File: src/rtl/core/hcpd_pkg.sv
package hcpd_pkg;

    localparam int NUM_UNITS  = 16;
    localparam int MAX_UPLOAD = 9;

    localparam logic [3:0] HOME_CODE_RESET = 4'd6;

    localparam logic [3:0] FN_ON  = 4'd2;
    localparam logic [3:0] FN_OFF = 4'd3;
    localparam logic [3:0] FN_EXT = 4'd7;

    localparam logic [4:0] NO_UNIT = 5'd16;

    typedef enum logic {
        OP_BYTE   = 1'b0,
        OP_STATUS = 1'b1
    } t_op;

    typedef struct packed {
        t_op         op;
        logic        start_req;
        logic [7:0]  data_byte;
        logic [15:0] known_bits;
        logic [15:0] onoff_bits;
    } t_item;

    typedef struct packed {
        logic [15:0] known_map;
        logic [15:0] on_map;
        logic        rejected;
    } t_result;

    localparam logic [3:0] CODE_TO_UNIT [16] = '{
        4'd12, 4'd4, 4'd2, 4'd10, 4'd14, 4'd6, 4'd0, 4'd8,
        4'd13, 4'd5, 4'd3, 4'd11, 4'd15, 4'd7, 4'd1, 4'd9
    };

    localparam logic [15:0] STATUS_BIT [16] = '{
        16'h4000, 16'h0040, 16'h0400, 16'h0004,
        16'h0200, 16'h0002, 16'h2000, 16'h0020,
        16'h8000, 16'h0080, 16'h0800, 16'h0008,
        16'h0100, 16'h0001, 16'h1000, 16'h0010
    };

    // Reorders a status report mask into unit order.
    function automatic logic [15:0] map_status(input logic [15:0] bits);
        logic [15:0] m;
        m = '0;
        for (int i = 0; i < NUM_UNITS; i++) begin
            m[i] = |(bits & STATUS_BIT[i]);
        end
        return m;
    endfunction

endpackage

File: src/rtl/core/hcpd_in_reg.sv
module hcpd_in_reg (
    input  logic           i_clk,
    input  logic           i_rst_n,
    input  logic           i_load,
    input  logic           i_advance,
    input  hcpd_pkg::t_item i_item,
    output logic           o_valid,
    output hcpd_pkg::t_item o_item
);
    import hcpd_pkg::*;

    logic  r_valid;
    t_item r_item;

    always_ff @(posedge i_clk) begin
        if (!i_rst_n) begin
            r_valid <= 1'b0;
        end else if (i_load) begin
            r_valid <= 1'b1;
        end else if (i_advance) begin
            r_valid <= 1'b0;
        end
    end

    always_ff @(posedge i_clk) begin
        if (i_load) begin
            r_item <= i_item;
        end
    end

    assign o_valid = r_valid;
    assign o_item  = r_item;

endmodule

File: src/rtl/core/hcpd_step.sv
module hcpd_step (
    input  logic              i_clk,
    input  logic              i_rst_n,
    input  logic              i_cfg_we,
    input  logic [3:0]        i_cfg_data,
    input  logic              i_advance,
    input  hcpd_pkg::t_item   i_item,
    output hcpd_pkg::t_result o_result
);
    import hcpd_pkg::*;

    logic [3:0]  r_home_code;
    logic [15:0] r_known, n_known;
    logic [15:0] r_on, n_on;
    logic [3:0]  r_bytes_left, n_bytes_left;
    logic        r_mask_pending, n_mask_pending;
    logic [7:0]  r_event_mask, n_event_mask;
    logic [3:0]  r_event_index, n_event_index;
    logic [1:0]  r_skip, n_skip;
    logic [4:0]  r_sel, n_sel;
    logic        r_ignoring, n_ignoring;
    logic        rej;

    logic [15:0] stat_known;
    logic [15:0] stat_on;
    logic [3:0]  hc;
    logic [3:0]  lo;
    logic        is_func;

    assign stat_known = map_status(i_item.known_bits);
    assign stat_on    = map_status(i_item.onoff_bits);
    assign hc         = i_item.data_byte[7:4];
    assign lo         = i_item.data_byte[3:0];
    assign is_func    = !r_event_index[3] && r_event_mask[r_event_index[2:0]];

    always_comb begin
        n_known        = r_known;
        n_on           = r_on;
        n_bytes_left   = r_bytes_left;
        n_mask_pending = r_mask_pending;
        n_event_mask   = r_event_mask;
        n_event_index  = r_event_index;
        n_skip         = r_skip;
        n_sel          = r_sel;
        n_ignoring     = r_ignoring;
        rej            = 1'b0;
        priority if (i_item.op == OP_STATUS) begin
            n_known = r_known | stat_known | stat_on;
            n_on    = r_on | stat_on;
        end else if (i_item.start_req) begin
            n_event_index = '0;
            n_skip        = '0;
            n_event_mask  = '0;
            n_sel         = NO_UNIT;
            if (i_item.data_byte > 8'(MAX_UPLOAD)) begin
                rej            = 1'b1;
                n_ignoring     = 1'b1;
                n_bytes_left   = '0;
                n_mask_pending = 1'b0;
            end else begin
                n_ignoring     = 1'b0;
                n_bytes_left   = lo;
                n_mask_pending = |i_item.data_byte;
            end
        end else if (!r_ignoring && r_bytes_left != '0) begin
            n_bytes_left = r_bytes_left - 4'd1;
            priority if (r_mask_pending) begin
                n_event_mask   = i_item.data_byte;
                n_mask_pending = 1'b0;
            end else if (r_skip != '0) begin
                n_skip = r_skip - 2'd1;
            end else begin
                if (is_func) begin
                    n_skip = (lo == FN_EXT) ? 2'd2 : 2'd1;
                    if (!r_sel[4] && hc == r_home_code) begin
                        if (lo == FN_ON) begin
                            n_on[r_sel[3:0]] = 1'b1;
                        end
                        if (lo == FN_OFF) begin
                            n_on[r_sel[3:0]] = 1'b0;
                        end
                    end
                end else if (hc != r_home_code) begin
                    n_sel = NO_UNIT;
                end else begin
                    n_sel = {1'b0, CODE_TO_UNIT[lo]};
                    n_known[CODE_TO_UNIT[lo]] = 1'b1;
                end
                n_event_index = r_event_index + 4'd1;
            end
            if (n_bytes_left == '0) begin
                n_skip = '0;
            end
        end else begin
            n_bytes_left = r_bytes_left;
        end
    end

    always_ff @(posedge i_clk) begin
        if (!i_rst_n) begin
            r_home_code    <= HOME_CODE_RESET;
            r_known        <= '0;
            r_on           <= '0;
            r_bytes_left   <= '0;
            r_mask_pending <= 1'b0;
            r_event_mask   <= '0;
            r_event_index  <= '0;
            r_skip         <= '0;
            r_sel          <= NO_UNIT;
            r_ignoring     <= 1'b0;
        end else begin
            if (i_cfg_we) begin
                r_home_code <= i_cfg_data;
            end
            if (i_advance) begin
                r_known        <= n_known;
                r_on           <= n_on;
                r_bytes_left   <= n_bytes_left;
                r_mask_pending <= n_mask_pending;
                r_event_mask   <= n_event_mask;
                r_event_index  <= n_event_index;
                r_skip         <= n_skip;
                r_sel          <= n_sel;
                r_ignoring     <= n_ignoring;
            end
        end
    end

    assign o_result.known_map = n_known;
    assign o_result.on_map    = n_on;
    assign o_result.rejected  = rej;

`ifndef NO_ASSERTIONS
    a_on_is_known: assert property (@(posedge i_clk) disable iff (!i_rst_n)
        (r_on & ~r_known) == 16'h0000)
        else $error("A unit is on without being known.");

    a_sel_range: assert property (@(posedge i_clk) disable iff (!i_rst_n)
        r_sel[4] |-> (r_sel[3:0] == 4'd0))
        else $error("Selected unit is out of range.");

    a_ignore_idle: assert property (@(posedge i_clk) disable iff (!i_rst_n)
        r_ignoring |-> (r_bytes_left == 4'd0 && !r_mask_pending))
        else $error("Upload still open while ignoring bytes.");

    a_len_limit: assert property (@(posedge i_clk) disable iff (!i_rst_n)
        r_bytes_left <= 4'(MAX_UPLOAD))
        else $error("Byte count exceeds the upload limit.");

    a_known_grows: assert property (@(posedge i_clk) disable iff (!i_rst_n)
        i_advance |=> ((r_known & $past(r_known)) == $past(r_known)))
        else $error("A known unit was lost.");
`endif

endmodule

File: src/rtl/core/hcpd_out_reg.sv
module hcpd_out_reg (
    input  logic              i_clk,
    input  logic              i_rst_n,
    input  logic              i_load,
    input  logic              i_stall,
    input  hcpd_pkg::t_result i_result,
    output logic              o_valid,
    output hcpd_pkg::t_result o_result
);
    import hcpd_pkg::*;

    logic    r_valid;
    t_result r_result;

    always_ff @(posedge i_clk) begin
        if (!i_rst_n) begin
            r_valid <= 1'b0;
        end else if (i_load) begin
            r_valid <= 1'b1;
        end else if (!i_stall) begin
            r_valid <= 1'b0;
        end
    end

    always_ff @(posedge i_clk) begin
        if (i_load) begin
            r_result <= i_result;
        end
    end

    assign o_valid  = r_valid;
    assign o_result = r_result;

endmodule

File: src/rtl/core/home_control_poll_decoder_unit.sv
// Poll upload decoder for a powerline home-control interface.
// Input channel: i_valid / o_stall with one item per transfer, either an
// upload byte (i_op low) or a status mask update (i_op high).
// Output channel: o_valid / i_stall; every input item yields exactly one
// result with the unit known map, the unit on map and the rejected flag.
// Configuration: i_cfg_valid / o_cfg_ready writes the house code; the
// port is always ready. Write only while the block is idle (unenforced).
// The input register feeds the decode logic, which updates the decoder
// state as it loads the result register. Unless the receiver stalls,
// one item per cycle is sustained.
// When the receiver stalls, the result register holds its item and the
// input register holds the next one; o_stall then rises and no further
// item is taken until the result is transferred.
// Synchronous reset clears both maps, the upload state and the selection,
// and restores house code 6.
module home_control_poll_decoder_unit (
    input  logic        i_clk,
    input  logic        i_rst_n,
    input  logic        i_valid,
    output logic        o_stall,
    input  logic        i_op,
    input  logic        i_start_req,
    input  logic [7:0]  i_data_byte,
    input  logic [15:0] i_known_bits,
    input  logic [15:0] i_onoff_bits,
    output logic        o_valid,
    input  logic        i_stall,
    output logic [15:0] o_known_map,
    output logic [15:0] o_on_map,
    output logic        o_rejected,
    input  logic        i_cfg_valid,
    output logic        o_cfg_ready,
    input  logic [3:0]  i_cfg_data
);
    import hcpd_pkg::*;

    t_item   in_item;
    t_item   s1_item;
    t_result step_result;
    t_result out_result;
    logic    s1_valid;
    logic    advance;
    logic    load;

    assign in_item.op         = t_op'(i_op);
    assign in_item.start_req  = i_start_req;
    assign in_item.data_byte  = i_data_byte;
    assign in_item.known_bits = i_known_bits;
    assign in_item.onoff_bits = i_onoff_bits;

    assign advance     = s1_valid && !(o_valid && i_stall);
    assign o_stall     = s1_valid && !advance;
    assign load        = i_valid && !o_stall;
    assign o_cfg_ready = 1'b1;

    hcpd_in_reg u_in_reg (
        .i_clk     (i_clk),
        .i_rst_n   (i_rst_n),
        .i_load    (load),
        .i_advance (advance),
        .i_item    (in_item),
        .o_valid   (s1_valid),
        .o_item    (s1_item)
    );

    hcpd_step u_step (
        .i_clk      (i_clk),
        .i_rst_n    (i_rst_n),
        .i_cfg_we   (i_cfg_valid && o_cfg_ready),
        .i_cfg_data (i_cfg_data),
        .i_advance  (advance),
        .i_item     (s1_item),
        .o_result   (step_result)
    );

    hcpd_out_reg u_out_reg (
        .i_clk    (i_clk),
        .i_rst_n  (i_rst_n),
        .i_load   (advance),
        .i_stall  (i_stall),
        .i_result (step_result),
        .o_valid  (o_valid),
        .o_result (out_result)
    );

    assign o_known_map = out_result.known_map;
    assign o_on_map    = out_result.on_map;
    assign o_rejected  = out_result.rejected;

endmodule
File: config.mk
export PLATFORM = sky130hd
export DESIGN_NAME = home_control_poll_decoder_unit
export DESIGN_NICKNAME = d
export VERILOG_FILES = /design/src/rtl/core/hcpd_pkg.sv /design/src/rtl/core/hcpd_in_reg.sv /design/src/rtl/core/hcpd_step.sv /design/src/rtl/core/hcpd_out_reg.sv /design/src/rtl/core/home_control_poll_decoder_unit.sv
export SDC_FILE = /design/constraint.sdc
export NUM_CORES = 1
export LEC_CHECK = 0
export ABC_AREA = 1
export BUFFER_PORTS_ARGS = -buffer_cell sky130_fd_sc_hd__buf_2
export CAP_MARGIN = 5
export CORE_ASPECT_RATIO = 0.75
export CORE_MARGIN = 8
export CORE_UTILIZATION = 40
export CTS_BUF_LIST = sky130_fd_sc_hd__clkbuf_2
export DETAILED_ROUTE_END_ITERATION = 7
export GPL_ROUTABILITY_DRIVEN = 0
export PLACE_DENSITY_LB_ADDON = 0.15
export RECOVER_POWER = 100
export REMOVE_ABC_BUFFERS = 1
export SYNTH_ARGS = -nofsm -noshare
export SYNTH_HDL_FRONTEND = slang
export SYNTH_SLANG_ARGS = --single-unit
export TNS_END_PERCENT = 10
File: constraint.sdc
create_clock -name i_clk -period 4.2 [get_ports i_clk]
set_clock_uncertainty 0.15 [all_clocks]
set_input_delay 0.84 -clock i_clk [delete_from_list [all_inputs] [get_ports i_clk]]
set_output_delay 0.84 -clock i_clk [all_outputs]
set_load 0.1 [all_outputs]
# Word level (Yosys, flattened, before mapping)
# Memory sizes are Yosys's and may differ from the RTL's.
# Cells that the tools add are included.
dict set report totals {
  mem_bits_ro 64
  reg_bits 138
  word_cells 143
  memories 1
  input_bits 51
}
dict set report classes {
  n_eq_ne 10
  addsub 3
  reduce_logical 30
  mux 62
  n_lt_le_gt_ge 7
  bitwise 10
}
# memory words width rd rd_ports_with_merged_regs write_ports line_no
set mem_list {}
lappend mem_list {{(no name shown)} 16 4 1 0 0 hcpd_step.sv:86} ;# n_sel = {1'b0, CODE_TO_UNIT[lo]};
# operator n
set ops {}
lappend ops {{16-bit 2-to-1 mux} 23}
lappend ops {{16-bit OR} 5}
lappend ops {{4-bit 2-to-1 mux} 9}
lappend ops {{5-bit 2-to-1 mux} 6}
lappend ops {{8-bit 2-to-1 mux} 3}
lappend ops {{16-bit bitwise AND} 1}
lappend ops {{16-bit inverter} 1}
lappend ops {{2-bit 2-to-1 mux} 7}
lappend ops {{1-bit 2-to-1 mux} 11}
lappend ops {{4-bit by 5-bit less-than comparator with 1-bit output (second input constant)} 2}
lappend ops {{5-bit AND reduction} 2}
lappend ops {{1-bit logical AND} 9}
lappend ops {{1-bit demux with 4-bit select} 2}
lappend ops {{4-bit by 2-bit == test with 1-bit output (second input constant)} 2}
lappend ops {{4-bit by 1-bit greater-or-equal comparator with 1-bit output (second input constant)} 2}
lappend ops {{8-bit by 4-bit > comparator with 1-bit output (second input constant)} 1}
lappend ops {{2-bit nonzero test} 4}
lappend ops {{4-bit nonzero test} 2}
lappend ops {{8-bit OR reduction} 1}
lappend ops {{1-bit logical NOT} 6}
lappend ops {{2-bit != test (second input constant)} 3}
lappend ops {{3-bit AND reduction} 2}
lappend ops {{6-bit AND reduction} 1}
lappend ops {{5-bit greater-or-equal comparator (second input constant)} 1}
lappend ops {{other kinds (15)} 16}

# Logic depth before layout (Yosys ltp)
# Gate-level depths: netlist (run 1).
dict set report logic_depth {
  ltp_word 22
  depth_mapped 15
}

# By module
# From an unflattened synthesis (run 1), not the netlist that was laid out.
dict set report hier_totals {
  cells_unflattened 785
  area_unflattened_um2 6598.8
}
# mod seq_area_each_um2 cells_per_inst n_inst area_each_um2
set by_module_without_submodules {}
lappend by_module_without_submodules {hcpd_step 1221.2 692 1 4227.8}
lappend by_module_without_submodules {hcpd_in_reg 1281.2 48 1 1305.0}
lappend by_module_without_submodules {hcpd_out_reg 1011.0 38 1 1031.0}
lappend by_module_without_submodules {home_control_poll_decoder_unit 0.0 7 1 35.0}

# Least setup slack after synthesis (run 1)
# OpenSTA, ideal clock, no wires.
dict set report synth_timing {
  path_kind {register -> register}
  start {register u_out_reg.r_valid (netlist: u_out_reg.o_valid)}
  end {register u_in_reg.r_item (netlist bit u_in_reg.o_item[0]), enable pin}
  path_buffers 0
  path_stages_with_launch 6
  required_time_ns 3.604
  synth_period_minus_slack_ns 3.811
  setup_slack_ns 0.389
  arrival_time_ns 3.215
  cell_sequence {dfxtp_1 > nand2_1 > nor2_1 > inv_1 > nand2_1 > inv_1}
}
dict set report synth_between {
  elab_chain_len 7
}
# item line_no
set synth_lines {}
lappend synth_lines {{from (decl)} hcpd_out_reg.sv:12} ;# logic r_valid;
lappend synth_lines {{from (signal assigned)} hcpd_out_reg.sv:17} ;# r_valid <= 1'b0;
lappend synth_lines {{from (signal assigned)} hcpd_out_reg.sv:19} ;# r_valid <= 1'b1;
lappend synth_lines {{from (signal assigned)} hcpd_out_reg.sv:21} ;# r_valid <= 1'b0;
lappend synth_lines {{1-bit logical AND} home_control_poll_decoder_unit.sv:51} ;# assign advance = s1_valid && !(o_valid && i_stall);
lappend synth_lines {{1-bit logical NOT} home_control_poll_decoder_unit.sv:51}
lappend synth_lines {{1-bit logical AND} home_control_poll_decoder_unit.sv:51}
lappend synth_lines {{1-bit logical NOT} home_control_poll_decoder_unit.sv:52} ;# assign o_stall = s1_valid && !advance;
lappend synth_lines {{1-bit logical AND} home_control_poll_decoder_unit.sv:52}
lappend synth_lines {{via o_stall} home_control_poll_decoder_unit.sv:20} ;# output logic o_stall,
lappend synth_lines {{1-bit logical NOT} home_control_poll_decoder_unit.sv:53} ;# assign load = i_valid && !o_stall;
lappend synth_lines {{1-bit logical AND} home_control_poll_decoder_unit.sv:53}
lappend synth_lines {{via load} home_control_poll_decoder_unit.sv:43} ;# logic load;
lappend synth_lines {{to (signal assigned)} hcpd_in_reg.sv:27} ;# r_item <= i_item;
lappend synth_lines {{to (decl)} hcpd_in_reg.sv:13} ;# t_item r_item;
# The timed path passes the listed nets, and every way through them passes these cells.
# A chain may end at the register's enable or synchronous reset.

# Final worst setup path (run 1)
dict set report layout_timing {
  start {register u_out_reg.r_valid (netlist: u_out_reg.o_valid)}
  end {output o_stall}
}
dict set report layout_between {
  elab_chain_len 5
}
# item line_no
set layout_lines {}
lappend layout_lines {{1-bit logical AND} home_control_poll_decoder_unit.sv:51}
lappend layout_lines {{1-bit logical NOT} home_control_poll_decoder_unit.sv:51}
lappend layout_lines {{1-bit logical AND} home_control_poll_decoder_unit.sv:51}
lappend layout_lines {{1-bit logical NOT} home_control_poll_decoder_unit.sv:52}
lappend layout_lines {{1-bit logical AND} home_control_poll_decoder_unit.sv:52}
lappend layout_lines {{to (decl)} home_control_poll_decoder_unit.sv:20}
# Every way passes these cells.

==> results.sh, run 1 <==
export IMPL_drt_iter0_markers=463
export IMPL_hold_buffers=0
export IMPL_mostFrequentLayoutCells="nand2_1 (170), inv_1 (104), nor2_1 (103)"
export IMPL_period_share_pct=74.7
export IMPL_min_period_ps=3140
export IMPL_drv_cap=3
export IMPL_nets=914
export IMPL_ys_seq_elements=138
export IMPL_htree_levels=4
export IMPL_clkLatencyLatePin_ps=710
export IMPL_power_density_nw_per_um2=391
export IMPL_drv_slew=146
export IMPL_synth_area_per_cell_um2=8.35
export IMPL_p_leak_nw=3.07
export IMPL_cts_repair_resized=0
export IMPL_clockBufferDepth=2
export IMPL_hold_slack_ps=130
export IMPL_regToRegStartpoint="u_out_reg.o_valid$_SDFFE_PN0P_"
export IMPL_hold_start="i_onoff_bits[7]"
export IMPL_grt_antenna_before_repair=1
export IMPL_worst_slew_pin_slew_ps=1660
export IMPL_clkSinkCount=138
export IMPL_start_util_pct=40.4
export IMPL_core_area_um2=15800
export IMPL_vdd_ir_drop_max_uv=220
export IMPL_hold_violations=0
export IMPL_path_class="register to output port"
export IMPL_post_place_cells=1044
export IMPL_drc=0
export IMPL_die_w_um=162
export IMPL_drive_gt1_share_pct=10.6
export IMPL_tns_ps=0
export IMPL_synthesis_area_um2=6400
export IMPL_required_ps=3210
export IMPL_rsz0062_at_grt="false"
export IMPL_critPathMaxFanout=3
export IMPL_fillers=1631
export IMPL_first_global_vias=5079
export IMPL_synth_cell_types=34
export IMPL_rows=40
export IMPL_seq_area_frac_synth_pct=54.9
export IMPL_vias=5230
export IMPL_dp_hpwl_mm=11.2
export IMPL_dr_pass1_iters=4
export IMPL_final_common_cell="nand2_1"
export IMPL_outcome="complete, but fails checks"
export IMPL_cts_setup_buffers=0
export IMPL_reg2reg_depth=14
export IMPL_instances_no_fill=1077
export IMPL_reg2reg_to="u_step.r_event_mask[7]$_SDFFE_PN0P_"
export IMPL_fp_dieH_um=126
export IMPL_r2r_slack_ps=1090
export IMPL_root_buffer="clkbuf_2"
export IMPL_avgRoutedWirePerCell_um=14.8
export IMPL_whs_endpoint="u_in_reg.o_item[7]$_DFFE_PP_"
export IMPL_syn_inst=766
export IMPL_grt_ovfl_total=0
export IMPL_clock_fmax_mhz=319
export IMPL_area_growth_pct=12.5
export IMPL_cts_buffers=17
export IMPL_cts_tree="built"
export IMPL_yosys_warnings=0
export IMPL_die_area_um2=20300
export IMPL_end_kind="output port"
export IMPL_failed_checks="max-capacitance violations, max-slew violations"
export IMPL_grt_pass1_wl_mm=25.9
export IMPL_grt_max_degree=70
export IMPL_whs_path_depth=1
export IMPL_min_path_type="input pin to register"
export IMPL_worstPathArrival_ps=2150
export IMPL_ant_nets=0
export IMPL_avgViaCountPerCell=4.86
export IMPL_slew_headroom_pct=-10.9
export IMPL_grt_total_usage_pct=16.0
export IMPL_p_total_w=0.00282
export IMPL_wl_mm=16.0
export IMPL_cp_start_kind="register"
export IMPL_cts_clk_slew_worst_paths_ps=220
export IMPL_setup_viol=0
export IMPL_boundaryPins=87
export IMPL_io_buffers=85
cell usage after synthesis, drive strengths merged:
cell	n	area (um^2)
nand2	171	649
nor2	107	432
inv	106	398
edfxtp	75	2250
dfxtp	63	1260
o21ai	55	275
nand3	50	263
a21oi	49	245
nand4	27	169
clkbuf	13	48.8
ha	10	125
nor3	10	55.1
buf	9	57.6
xor2	5	43.8
a211oi	4	30.0
nor4	3	33.8
o22ai	3	18.8
a21boi	1	7.51
conb	1	3.75
nand3b	1	7.51
nor2b	1	6.26
o31ai	1	7.51
or2	1	6.26
registers in the layout (all words and copies together) (netlist names):
signal                 cells
u_step.r_sel               5
u_out_reg.o_result        33
u_step.r_event_mask        8
u_step.r_bytes_left        4
u_step.r_on               16
u_step.r_home_code         4
u_step.r_event_index       4
u_out_reg.o_valid          1
u_step.r_ignoring          1
u_step.r_known            16
u_in_reg.o_valid           1
u_step.r_mask_pending      1
u_in_reg.o_item           42
u_step.r_skip              2
critical path, stage by stage, from the launching register on:
cell,delay (ps)
dfxtp_1,370
nand2_1,80
nor2_1,130
clkbuf_1,880
kinds of logic after synthesis:
family / synth area share, %
AOI/OAI and AO/OA: 9.14
adders and majority gates: 1.96
xor gates and xnor gates: 0.685
buffers and inverters: 7.88
and+or+nand+nor: 25.4
DFF: 54.9
other: 0.0586
stage by stage:
stage	utilization [%]	worst slack, ps	instance area (um^2)
2_1_floorplan	-	352	6290
3_3_place_gp	44.4	1410	7020
3_5_place_dp	44.4	1290	7020
4_1_cts	46.0	1400	7280
5_1_grt	45.5	702	7200
6_report	45.5	1060	7200
power breakdown:
part           total (W)  switching (W)  internal, W
clock           0.000843       0.000508     0.000335
combinational   0.000428       0.000332    0.0000962
sequential       0.00155      0.0000383      0.00151
total            0.00282       0.000878      0.00194
worst max path at each step:
stage	cells past startpoint	end	slack (ps)	start
detailed placement	15	u_step.r_event_mask[5]$_SDFFE_PN0P_	1290	i_stall
CTS	3	o_stall	1400	u_out_reg.o_valid$_SDFFE_PN0P_
global placement	15	u_step.r_event_mask[3]$_SDFFE_PN0P_	1410	i_stall
floorplan	11	u_step.r_sel[0]$_SDFFE_PN0P_	350	i_stall
finish	3	o_stall	1060	u_out_reg.o_valid$_SDFFE_PN0P_
global route	7	u_step.r_known[0]$_SDFFE_PN0P_	700	u_out_reg.o_valid$_SDFFE_PN0P_
metal layers:
metal,track usage (%),share of wire (%),vias up
met5,0,0,-
met4,4.35,0.61,0
met3,5.64,7.1,8
met2,22.0,40,152
met1,23.1,52,2386
li1,-,-,2684
cell type report:
type | instances | area, um^2 | share of cell area, %
Inverter | 106 | 398 | 5.53
Timing Repair Buffer | 90 | 407 | 5.65
Tap cell | 210 | 263 | 3.65
Sequential cell | 138 | 3510 | 48.8
Clock inverter | 14 | 171 | 2.38
Antenna cell | 1 | 2.50 | 0.0348
Multi-Input combinational cell | 500 | 2350 | 32.7
Clock buffer | 18 | 90.1 | 1.25
Power figures use the tool's default switching activity.
==> run 2: changes to the inputs <==
clock period = 2.9 ns   (was 4.2 ns; I/O delays follow)
==> results.sh, run 2 (same netlist as run 1, synthesis figures left out) <==
export IMPL_core_area_um2=15800
export IMPL_antenna_cells=0
export IMPL_p_leak_nw=3.42
export IMPL_rsz0062_at_grt="false"
export IMPL_whs_endpoint="u_step.r_home_code[2]$_SDFFE_PN1P_"
export IMPL_post_place_cells=1046
export IMPL_wl_mm=16.6
export IMPL_worstPathArrival_ps=1870
export IMPL_worst_path_largest_cell_delay_ps=520
export IMPL_largest_reg_flops=42
export IMPL_grt_pass1_wl_mm=26.8
export IMPL_final_cell_area_um2=7790
export IMPL_path_class="input pin to output port"
export IMPL_drv_slew=70
export IMPL_power_density_nw_per_um2=539
export IMPL_hold_start="i_cfg_valid"
export IMPL_whs_path_depth=4
export IMPL_boundaryPins=87
export IMPL_min_period_ps=2600
export IMPL_critPathMaxFanout=3
export IMPL_die_w_um=162
export IMPL_period_share_pct=89.7
export IMPL_rows=40
export IMPL_avgRoutedWirePerCell_um=14.7
export IMPL_nets=968
export IMPL_drt_iter0_markers=417
export IMPL_clockBufferDepth=2
export IMPL_grt_ovfl_total=0
export IMPL_power_switching_w=0.00125
export IMPL_p_int_w=0.00294
export IMPL_grt_total_usage_pct=16.4
export IMPL_hold_violations=0
export IMPL_fp_dieH_um=126
export IMPL_r2r_slack_ps=310
export IMPL_io_buffers=85
export IMPL_clock_fmax_mhz=384
export IMPL_cp_start_kind="input pin"
export IMPL_first_global_vias=5296
export IMPL_cts_clk_slew_worst_paths_ps=180
export IMPL_outcome="complete, but fails checks"
export IMPL_die_area_um2=20300
export IMPL_vias=5517
export IMPL_setup_viol=0
export IMPL_cts_repair_resized=0
export IMPL_avgViaCountPerCell=4.88
export IMPL_worst_slew_pin_slew_ps=1590
export IMPL_cts_buffers=17
export IMPL_clkPwrFrac_pct=30.3
export IMPL_cts_setup_buffers=0
export IMPL_area_growth_pct=21.8
export IMPL_drive_gt1_share_pct=14.8
export IMPL_crit_path_top_delay_cell="dlygate4sd3_1"
export IMPL_required_ps=2170
export IMPL_reg2reg_depth=11
export IMPL_failed_checks="max-capacitance violations, max-slew violations"
export IMPL_clkSinkCount=138
export IMPL_drc=0
export IMPL_end_kind="output port"
export IMPL_vdd_ir_drop_max_uv=282
export IMPL_postPlaceCellArea_um2=7030
export IMPL_final_common_cell="nand2_1"
export IMPL_switching_share_pct=29.9
export IMPL_path_cells="dlygate4sd3_1, buf_2, nand2_1, nor2_1, clkbuf_2"
export IMPL_clkLatencyLatePin_ps=700
export IMPL_mostFrequentLayoutCells="nand2_1 (169), nor2_1 (101), inv_1 (99)"
export IMPL_reg2reg_to="u_step.r_on[3]$_SDFFE_PN0P_"
export IMPL_ant_nets=0
export IMPL_dr_pass1_iters=5
export IMPL_instances_no_fill=1130
export IMPL_min_path_type="input pin to register"
export IMPL_regToRegStartpoint="u_step.r_bytes_left[0]$_SDFFE_PN0P_"
export IMPL_slew_headroom_pct=-6.30
export IMPL_grt_max_degree=70
export IMPL_seq_power_share_pct=53.3
export IMPL_start_util_pct=40.4
export IMPL_worst_path_buf_inv=3
export IMPL_htree_levels=4
export IMPL_root_buffer="clkbuf_2"
export IMPL_drv_cap=1
export IMPL_cts_tree="built"
export IMPL_combPwrFrac_pct=16.5
export IMPL_p_total_w=0.00420
export IMPL_cp_top_family="buffers and inverters"
export IMPL_grt_antenna_before_repair=0
export IMPL_dp_hpwl_mm=11.4
-- run 2: how the worst max path moves through the flow --
stage                                   startpoint                                   to  slack [ps]  cells past startpoint
2_1_floorplan       u_out_reg.o_valid$_SDFFE_PN0P_         u_in_reg.o_item[0]$_DFFE_PP_        -910                      5
3_3_place_gp                               i_stall  u_step.r_event_mask[3]$_SDFFE_PN0P_         560                     14
3_5_place_dp                               i_stall  u_step.r_event_mask[7]$_SDFFE_PN0P_         470                     14
4_1_cts                                    i_stall                              o_stall         330                      5
5_1_grt        u_step.r_bytes_left[0]$_SDFFE_PN0P_          u_step.r_on[3]$_SDFFE_PN0P_         120                     11
6_report                                   i_stall                              o_stall         300                      5
-- run 2: per-layer routing --
metal  part of all wire, %  track usage (%)
met5                     0                0
met4                  0.79             3.75
met3                   5.5             5.08
met2                    42             24.0
met1                    52             23.3
-- run 2: worst min-delay path, cell delays in order --
cell	delay, ps
buf_2	120
inv_1	70
nand2_1	60
nand3_1	60
-- run 2: final cells by class --
class                      instances  area, um^2
clock buffer                      19        95.1
inverter                         106         398
tap                              210         263
fill                            1532        8020
timing repair buffer             144         991
clock inverter                    13         178
sequential                       138        3510
multi-input combinational        500        2350
-- run 2: power groups by stage --
| stage | logic [W] | clock network (W) | registers, W |
|---|---|---|---|
| after floorplan | 0.000278 | 0 | 0.00246 |
| after global routing | 0.000757 | 0.00139 | 0.00225 |
| after detailed placement | 0.000639 | 0 | 0.00228 |
| after global placement | 0.000630 | 0 | 0.00227 |
| final | 0.000691 | 0.00127 | 0.00224 |
| after CTS | 0.000696 | 0.00131 | 0.00223 |
-- run 2: timing repair --
action                                 in CTS  in global routing
hold buffers                               52                  0
endpoints found under the hold margin      48                  0
setup endpoints to repair                   0                  0
-- run 2: stage by stage --
step	setup slack (ps)	util (%)	TNS [ps]	hold slack (ps)
finish	299	49.3	0	77.9
global route	120	49.3	0	8.60
CTS	331	49.5	0	21.9
floorplan	-911	-	-63170	295
detailed placement	466	44.5	0	319
global placement	559	44.5	0	311
